`src/rtl/plbc_pkg.sv`:
```
// Shared constants and types for the prefixed line bound checker.
`default_nettype none

package plbc_pkg;

   localparam int FRAME_BYTES_DEFAULT = 256;
   localparam int PREFIX_BYTES = 8;

   localparam logic [3:0]  MAX_DEPTH_RESET    = 4'd8;
   localparam logic [63:0] FRAME_PREFIX_RESET = 64'h544F_4B4B_492F_3120;

   localparam logic [7:0] BYTE_LF        = 8'h0A;
   localparam logic [7:0] BYTE_NUL       = 8'h00;
   localparam logic [7:0] CHAR_QUOTE     = 8'h22;
   localparam logic [7:0] CHAR_BACKSLASH = 8'h5C;
   localparam logic [7:0] CHAR_U         = 8'h75;
   localparam logic [7:0] CHAR_ZERO      = 8'h30;
   localparam logic [7:0] CHAR_LBRACE    = 8'h7B;
   localparam logic [7:0] CHAR_RBRACE    = 8'h7D;
   localparam logic [7:0] CHAR_LBRACKET  = 8'h5B;
   localparam logic [7:0] CHAR_RBRACKET  = 8'h5D;

   // Progress through the refused escape sequence.
   localparam logic [2:0] NUL_NONE      = 3'd0;
   localparam logic [2:0] NUL_BACKSLASH = 3'd1;
   localparam logic [2:0] NUL_U         = 3'd2;
   localparam logic [2:0] NUL_LAST      = 3'd5;

   localparam logic CSR_MAX_DEPTH    = 1'b0;
   localparam logic CSR_FRAME_PREFIX = 1'b1;

   typedef enum logic [1:0] {
      VERDICT_OK   = 2'd0,
      VERDICT_BAD  = 2'd1,
      VERDICT_DROP = 2'd2
   } verdict_type;

   typedef struct packed {
      logic [3:0] nest_depth;
      logic       inside_string;
      logic       escape_pending;
      logic [2:0] nul_progress;
      logic       payload_bad;
   } plbc_scan_type;

endpackage

`default_nettype wire

```
`src/rtl/plbc_payload.sv`:
```
// Per-byte update of the payload nesting, string and escape checks.
`default_nettype none

module plbc_payload
   import plbc_pkg::*;
(
   input  plbc_scan_type scan,
   input  logic [7:0]    data_byte,
   input  logic [3:0]    max_depth,
   output plbc_scan_type scan_next
);

   logic in_zero_run;

   assign in_zero_run = (scan.nul_progress >= NUL_U);

   always_comb begin
      scan_next = scan;
      if (!scan.payload_bad) begin
         if (scan.inside_string) begin
            if (scan.escape_pending) begin
               scan_next.escape_pending = 1'b0;
               scan_next.nul_progress =
                  (scan.nul_progress == NUL_BACKSLASH && data_byte == CHAR_U) ? NUL_U : NUL_NONE;
            end else if (in_zero_run && data_byte == CHAR_ZERO) begin
               if (scan.nul_progress >= NUL_LAST) begin
                  scan_next.payload_bad  = 1'b1;
                  scan_next.nul_progress = NUL_NONE;
               end else begin
                  scan_next.nul_progress = scan.nul_progress + 3'd1;
               end
            end else begin
               if (in_zero_run) begin
                  scan_next.nul_progress = NUL_NONE;
               end
               if (data_byte == CHAR_BACKSLASH) begin
                  scan_next.escape_pending = 1'b1;
                  scan_next.nul_progress   = NUL_BACKSLASH;
               end else if (data_byte == CHAR_QUOTE) begin
                  scan_next.inside_string = 1'b0;
               end
            end
         end else begin
            if (data_byte == CHAR_QUOTE) begin
               scan_next.inside_string = 1'b1;
            end else if (data_byte == CHAR_LBRACE || data_byte == CHAR_LBRACKET) begin
               if (scan.nest_depth >= max_depth) begin
                  scan_next.payload_bad = 1'b1;
               end else begin
                  scan_next.nest_depth = scan.nest_depth + 4'd1;
               end
            end else if (data_byte == CHAR_RBRACE || data_byte == CHAR_RBRACKET) begin
               if (scan.nest_depth == 4'd0) begin
                  scan_next.payload_bad = 1'b1;
               end else begin
                  scan_next.nest_depth = scan.nest_depth - 4'd1;
               end
            end
         end
      end
   end

endmodule

`default_nettype wire

```
`config.mk`:
```
export PLATFORM = sky130hd
export DESIGN_NAME = plbc_payload
export DESIGN_NICKNAME = d
export VERILOG_FILES = /design/src/rtl/plbc_pkg.sv /design/src/rtl/plbc_payload.sv
export SDC_FILE = /design/constraint.sdc
export NUM_CORES = 1
export LEC_CHECK = 0
export ABC_AREA = 1
export BUFFER_PORTS_ARGS = -buffer_cell sky130_fd_sc_hd__buf_2
export CAP_MARGIN = 25
export CORE_MARGIN = 2
export CORE_UTILIZATION = 50
export DETAILED_ROUTE_END_ITERATION = 6
export GPL_ROUTABILITY_DRIVEN = 0
export PLACE_DENSITY = 0.84
export SYNTH_ARGS = -nofsm -noshare
export SYNTH_HDL_FRONTEND = slang
export SYNTH_SLANG_ARGS = --single-unit
export TNS_END_PERCENT = 5
```
`constraint.sdc`:
```
create_clock -name vclk -period 2.3
set_clock_uncertainty 0.15 [all_clocks]
set_input_delay 0 -clock vclk [all_inputs]
set_output_delay 0 -clock vclk [all_outputs]
set_load 0.03 [all_outputs]
```
==> load_flow_metrics.sql, run 1 <==
INSERT INTO impl_metrics (metric_group, metric, value, unit) VALUES
('synth', 'ys_warn_count', '0', ''),
('power_and_ir_drop', 'power.combinational.fraction', '100.0', '%'),
('synth', 'synth_cells', '140', ''),
('floorplan', 'rows', '13', ''),
('power_and_ir_drop', 'fraction_of_power_consumed_by_sequential_logic', '0', '%'),
('cells_and_area', 'layout-drive-gt1-share', '27.9', '%'),
('global_routing', 'groute.layer.met3.usage', '0.870', '%'),
('power_and_ir_drop', 'power.total', '0.000146', 'W'),
('place', 'place.detailed.hpwl', '1650', 'um'),
('synth', 'biggest_area_consumer_among_synthesized_cells', 'nand2_1', ''),
('global_routing', 'pin_count_of_the_biggest_net_entering_global_routing', '8', ''),
('global_routing', 'grt.total_usage', '22.7', '%'),
('synth', 'yosysTopAreaCellShare', '20.4', '%'),
('timing', 'max_freq', '629', 'MHz'),
('floorplan', 'design.core.area', '1320', 'sq um'),
('cells_and_area', 'design.seq.count', '0', ''),
('global_routing', 'wire_length_of_the_first_global_routing_pass', '3330', 'um'),
('cells_and_area', 'filler_cells', '136', ''),
('clock_tree', 'post_cts_resized', '0', ''),
('power_and_ir_drop', 'clock_power_share', '0', '%'),
('clock_tree', 'hold_bufs_at_cts', '0', ''),
('global_routing', 'grt_use_met1', '31.3', '%'),
('cells_and_area', 'layout.area.seq', '0', 'sq um'),
('timing', 'final-hold-violation-count', '0', ''),
('hold_path', 'hold_start', 'scan[6]', ''),
('drt', 'wl_per_cell', '10.1', 'um'),
('synth', 'synth.net_count', '170', ''),
('outcome', 'run_status', 'complete, no violations', ''),
('critical_path', 'critical_path_required', '2.15', 'ns'),
('critical_path', 'worst_setup_path_startpoint', 'scan[6]', ''),
('global_routing', 'grtUsageMet2', '40.6', '%'),
('drt', 'drt-vias-per-instance', '5.02', ''),
('cells_and_area', 'clock_buffers', '0', ''),
('floorplan', 'die_height', '41.9', 'um'),
('drt', 'drtAntennaViolNets', '0', ''),
('power_and_ir_drop', 'internal_power', '0.0000515', 'W'),
('floorplan', 'die_area', '1750', 'sq um'),
('critical_path', 'cp_cell_sequence', 'buf_2, inv_1, ha_1, nand2_1, inv_1, nand2_1, nand3_1, or2_4, nand2_2, nand2_2, nand2_1, nand2_1, buf_2', ''),
('drt', 'firstDrtPassIters', '4', ''),
('drt', 'drt_first_iter_violations', '25', ''),
('clock_tree', 'post-cts-setup-buffers', '0', ''),
('synth', 'synth_sequential_area_ratio', '0', '%'),
('global_routing', 'gr-max-usage-layer', 'met2', ''),
('power_and_ir_drop', 'vdd.ir_drop.worst', '72.2', 'uV'),
('synth', 'synth.area.top_cells', 'nand2_1, ha_1, inv_1', ''),
('hold_path', 'min-delay-path-class', 'in2out', ''),
('timing', 'setup_total_negative_slack', '0', 'ns'),
('timing', 'period_needed', '1.59', 'ns'),
('place', 'dp_cells', '187', ''),
('global_routing', 'grt_pass1_vias', '812', ''),
('cells_and_area', 'finalNonFillerCells', '187', ''),
('timing', 'post-route-period-util', '69.1', '%'),
('critical_path', 'slowest_library_cell_on_the_worst_path', 'ha_1', ''),
('cells_and_area', 'mostFrequentLayoutCell', 'nand2_1', ''),
('cells_and_area', 'area.growth.synth_to_final', '25.0', '%'),
('power_and_ir_drop', 'switching_power', '0.0000947', 'W'),
('timing', 'tightest_slew', '0.275', 'ns'),
('floorplan', 'die_x', '41.9', 'um'),
('drt', 'drc', '0', ''),
('cells_and_area', 'design.final.nets', '204', ''),
('cells_and_area', 'finish.utilization', '68.0', '%'),
('run', 'max_cap_viol_count', '0', ''),
('global_routing', 'initial_antenna_violation_count', '0', ''),
('critical_path', 'startpoint_type', 'primary input', ''),
('critical_path', 'path_class', 'in2out', ''),
('cells_and_area', 'diodes', '0', ''),
('synth', 'synthesis.area_per_instance', '5.12', 'sq um'),
('place', 'portBuffers', '32', ''),
('critical_path', 'crit_arrival', '1.44', 'ns'),
('timing', 'maxSlewHeadroom', '81.5', '%'),
('critical_path', 'cpPeakStageDelay', '0.29', 'ns');
per-layer routing:
| metal | part of all wire [%] | up-vias |
|---|---|---|
| met2 | 49 | 21 |
| li1 | - | 510 |
| met4 | 0 | 0 |
| met5 | 0 | - |
| met1 | 47 | 408 |
| met3 | 3.9 | 0 |
worst max-delay path, delay by kind of cell:
family	cells	cell delay (ns)
simple gates	8	0.73
buf+inv	4	0.41
fa+ha+maj	1	0.29
cells in the mapped netlist:
cell type / instances
ha_1: 8
nand4_1: 4
and2_1: 1
a21oi_1: 2
nand2_2: 3
nor2_2: 3
nor3_1: 4
o21ai_2: 2
or2_4: 1
o21a_1: 1
nand2_1: 39
inv_2: 4
nor3b_4: 1
nand3b_1: 1
o41ai_1: 1
nor2_1: 17
a31oi_1: 1
nand3_2: 2
xnor2_1: 1
o21ai_0: 8
nand3_1: 11
inv_1: 25
final cells by class:
| cell class | count | area (sq um) | share of cell area (%) |
|---|---|---|---|
| Multi-Input combinational cell | 111 | 608 | 67.9 |
| Timing Repair Buffer | 32 | 160 | 17.9 |
| Inverter | 29 | 109 | 12.2 |
| Tap cell | 15 | 18.8 | 2.09 |
cells by family (layout without fill, tap and decap cells):
logic type	count (synthesis)	count (layout)	share of synthesized area, %
AND/OR/NAND/NOR	87	87	57.1
AO/OA/AOI/OAI	15	15	12.6
XOR/XNOR	1	1	1.22
buffers and inverters	29	61	15.2
adder cells (fa/ha/maj)	8	8	14.0
stage by stage:
stage                     setup WS [ns]  area, sq um
after floorplan                   0.660          717
after global placement            0.752          896
after detailed placement          0.714          896
after CTS                         0.711          896
after global routing              0.584          896
final                             0.710          896
power by group through the flow:
stage	Clock [W]	Combinational (W)	Sequential, W
after CTS	0	0.000146	0
after detailed placement	0	0.000146	0
after global routing	0	0.000165	0
after global placement	0	0.000141	0
final	0	0.000146	0
after floorplan	0	0.0000924	0
worst paths after layout:
check | end | slack [ns]
max | scan_next[7] | 0.71
min | scan_next[6] | 0.24
No activity file was read; power rests on OpenSTA's default activity.
==> run 2: changes to the inputs <==
- CORE_UTILIZATION: 50 -> 46
- PLACE_DENSITY: 0.84 -> 0.81
- clock period: 2.3 -> 1.35 ns (I/O delays scaled with it)
==> run 2 against run 1 <==
Net effect:
- the flow now finishes with violations (setup timing)
- cell area grew 38%
- count of clock-buffer cells in the layout is the same
- critical path type unchanged
- global-route usage grew 7.4 points
- sequential cell count is the same
- largest power group unchanged
- non-clock buffer count grew 12
- first-iteration DRC count grew 60%
- utilization grew 15 points
- sequential share of layout area is the same
==> load_flow_metrics.sql, run 2 (same netlist as run 1, synthesis figures left out) <==
INSERT INTO impl_metrics (metric_group, metric, value, unit) VALUES
('outcome', 'run_status', 'complete, but fails checks', ''),
('outcome', 'failed_checks', 'setup timing', ''),
('timing', 'max_freq', '687', 'MHz'),
('power_and_ir_drop', 'switching_power', '0.000221', 'W'),
('drt', 'drt_first_iter_violations', '40', ''),
('power_and_ir_drop', 'p_per_area', '312', 'nW/um^2'),
('place', 'dp_cells', '197', ''),
('cells_and_area', 'finalNonFillerCells', '200', ''),
('global_routing', 'grtUsageMet2', '60.9', '%'),
('cells_and_area', 'clock_buffers', '0', ''),
('floorplan', 'die_x', '43.5', 'um'),
('hold_path', 'worstHoldPathCells', '4', ''),
('global_routing', 'grt_use_met1', '32.5', '%'),
('power_and_ir_drop', 'internal_power', '0.000165', 'W'),
('floorplan', 'die_area', '1890', 'sq um'),
('run', 'max_cap_viol_count', '0', ''),
('timing', 'maxSlewViolCount', '0', ''),
('timing', 'layout_setup_ws', '-0.107', 'ns'),
('cells_and_area', 'mostFrequentLayoutCell', 'nand2_1', ''),
('power_and_ir_drop', 'clock_power_share', '0', '%'),
('timing', 'post-route-period-util', '108', '%'),
('global_routing', 'groute.layer.met3.usage', '1.67', '%'),
('global_routing', 'grt_pass1_vias', '1076', ''),
('floorplan', 'rows', '14', ''),
('cells_and_area', 'filler_cells', '86', ''),
('drt', 'wl_per_cell', '14.8', 'um'),
('critical_path', 'critical_path_required', '1.20', 'ns'),
('cells_and_area', 'layout-drive-gt1-share', '48.4', '%'),
('hold_path', 'hold_start', 'scan[8]', ''),
('timing', 'maxSlewHeadroom', '83.3', '%'),
('timing', 'setup_viol', '5', ''),
('cells_and_area', 'layout.area.seq', '0', 'sq um'),
('global_routing', 'pin_count_of_the_biggest_net_entering_global_routing', '8', ''),
('drt', 'firstDrtPassIters', '4', ''),
('timing', 'final-hold-violation-count', '0', ''),
('floorplan', 'design.core.area', '1490', 'sq um'),
('power_and_ir_drop', 'leakagePower', '0.675', 'nW'),
('drt', 'detail_route.wirelength', '2960', 'um'),
('power_and_ir_drop', 'power.combinational.fraction', '100.0', '%'),
('critical_path', 'worst_setup_path_end_kind', 'output pin', ''),
('hold_path', 'hold_path_end', 'scan_next[8]', ''),
('global_routing', 'initial_antenna_violation_count', '0', ''),
('critical_path', 'crit_arrival', '1.31', 'ns'),
('cells_and_area', 'diodes', '0', ''),
('timing', 'period_needed', '1.46', 'ns'),
('drt', 'drc', '0', ''),
('cells_and_area', 'design.seq.count', '0', ''),
('drt', 'drt-vias-per-instance', '5.70', ''),
('critical_path', 'crit_fanout', '4', ''),
('timing', 'tightest_slew', '0.247', 'ns'),
('place', 'pre_cts_slack', '-0.189', 'ns'),
('floorplan', 'die_height', '43.5', 'um'),
('global_routing', 'grt.total_usage', '30.0', '%'),
('cells_and_area', 'design.final.nets', '216', ''),
('critical_path', 'startpoint_type', 'primary input', ''),
('global_routing', 'grt_remaining_overflow', '0', ''),
('place', 'portBuffers', '32', ''),
('floorplan', 'initial_cell_density_of_the_core', '48.2', '%'),
('drt', 'vias', '1140', ''),
('hold_path', 'min-delay-path-class', 'in2out', ''),
('cells_and_area', 'area.growth.synth_to_final', '72.4', '%'),
('cells_and_area', 'commonest_non_fill_non_tap_cells_in_the_layout', 'nand2_1, inv_1, buf_2, nor2_1', ''),
('timing', 'unrepaired_setup_endpoints_after_global_routing', 'true', ''),
('global_routing', 'wire_length_of_the_first_global_routing_pass', '4490', 'um'),
('timing', 'setup_total_negative_slack', '-0.376', 'ns'),
('drt', 'drtAntennaViolNets', '0', ''),
('power_and_ir_drop', 'fraction_of_power_consumed_by_sequential_logic', '0', '%'),
('critical_path', 'path_class', 'in2out', ''),
('place', 'place.detailed.hpwl', '1750', 'um'),
('power_and_ir_drop', 'vdd.ir_drop.worst', '189', 'uV'),
('global_routing', 'gr-max-usage-layer', 'met2', ''),
('power_and_ir_drop', 'switching_share', '57.3', '%'),
('floorplan', 'i_o_pins', '32', '');
run 2: how the worst max path moves through the flow:
stage,from,endpoint,slack [ns],cells after the start
4_1_cts,max_depth[1],scan_next[6],-0.05,13
6_report,scan[6],scan_next[7],-0.11,13
2_1_floorplan,scan[6],scan_next[9],-0.006,11
5_1_grt,scan[7],scan_next[9],-0.17,14
3_3_place_gp,scan[8],scan_next[8],-0.14,11
3_5_place_dp,scan[8],scan_next[8],-0.19,11
run 2: critical path, stage by stage:
cell and delay, ns:
buf_6 0.10, inv_6 0.06, ha_4 0.19, nand2_1 0.08, inv_2 0.04, nand2_2 0.08
nand3_2 0.08, or2_4 0.27, nand2_4 0.08, nand2_4 0.05, nand2_2 0.07, nand2_2 0.06
buf_6 0.13
run 2: power groups by stage:
stage | combinational [W] | sequential (W) | clock [W]
after detailed placement | 0.000270 | 0 | 0
after global routing | 0.000415 | 0 | 0
after floorplan | 0.000160 | 0 | 0
after CTS | 0.000339 | 0 | 0
final | 0.000386 | 0 | 0
after global placement | 0.000259 | 0 | 0
run 2: layout make-up:
cell class | count | area [sq um] | area share (%)
timing repair buffer | 44 | 337 | 27.2
multi-input combinational | 111 | 758 | 61.3
inverter | 29 | 121 | 9.82
tap | 16 | 20.0 | 1.62
run 2: through the flow:
stage	hold slack, ns	util (%)	total power [W]	area [sq um]
2_1_floorplan	0.0617	-	0.000160	724
3_3_place_gp	0.254	65.3	0.000259	972
3_5_place_dp	0.259	65.3	0.000270	972
4_1_cts	0.210	77.7	0.000339	1160
5_1_grt	0.266	83.0	0.000415	1240
6_report	0.231	83.0	0.000386	1240
run 2: layer usage:
metal,part of all wire (%),wire length (um)
met5,0,0
met4,3.9,116
met3,8.3,246
met2,53,1570
met1,35,1030
run 2: repair_timing:
action | CTS | global route
gates resized for setup | 39 | 26
hold buffers | 0 | 0
pin swaps | 22 | 18
endpoints found under the setup margin | 5 | 9
buffers inserted | 3 | 0
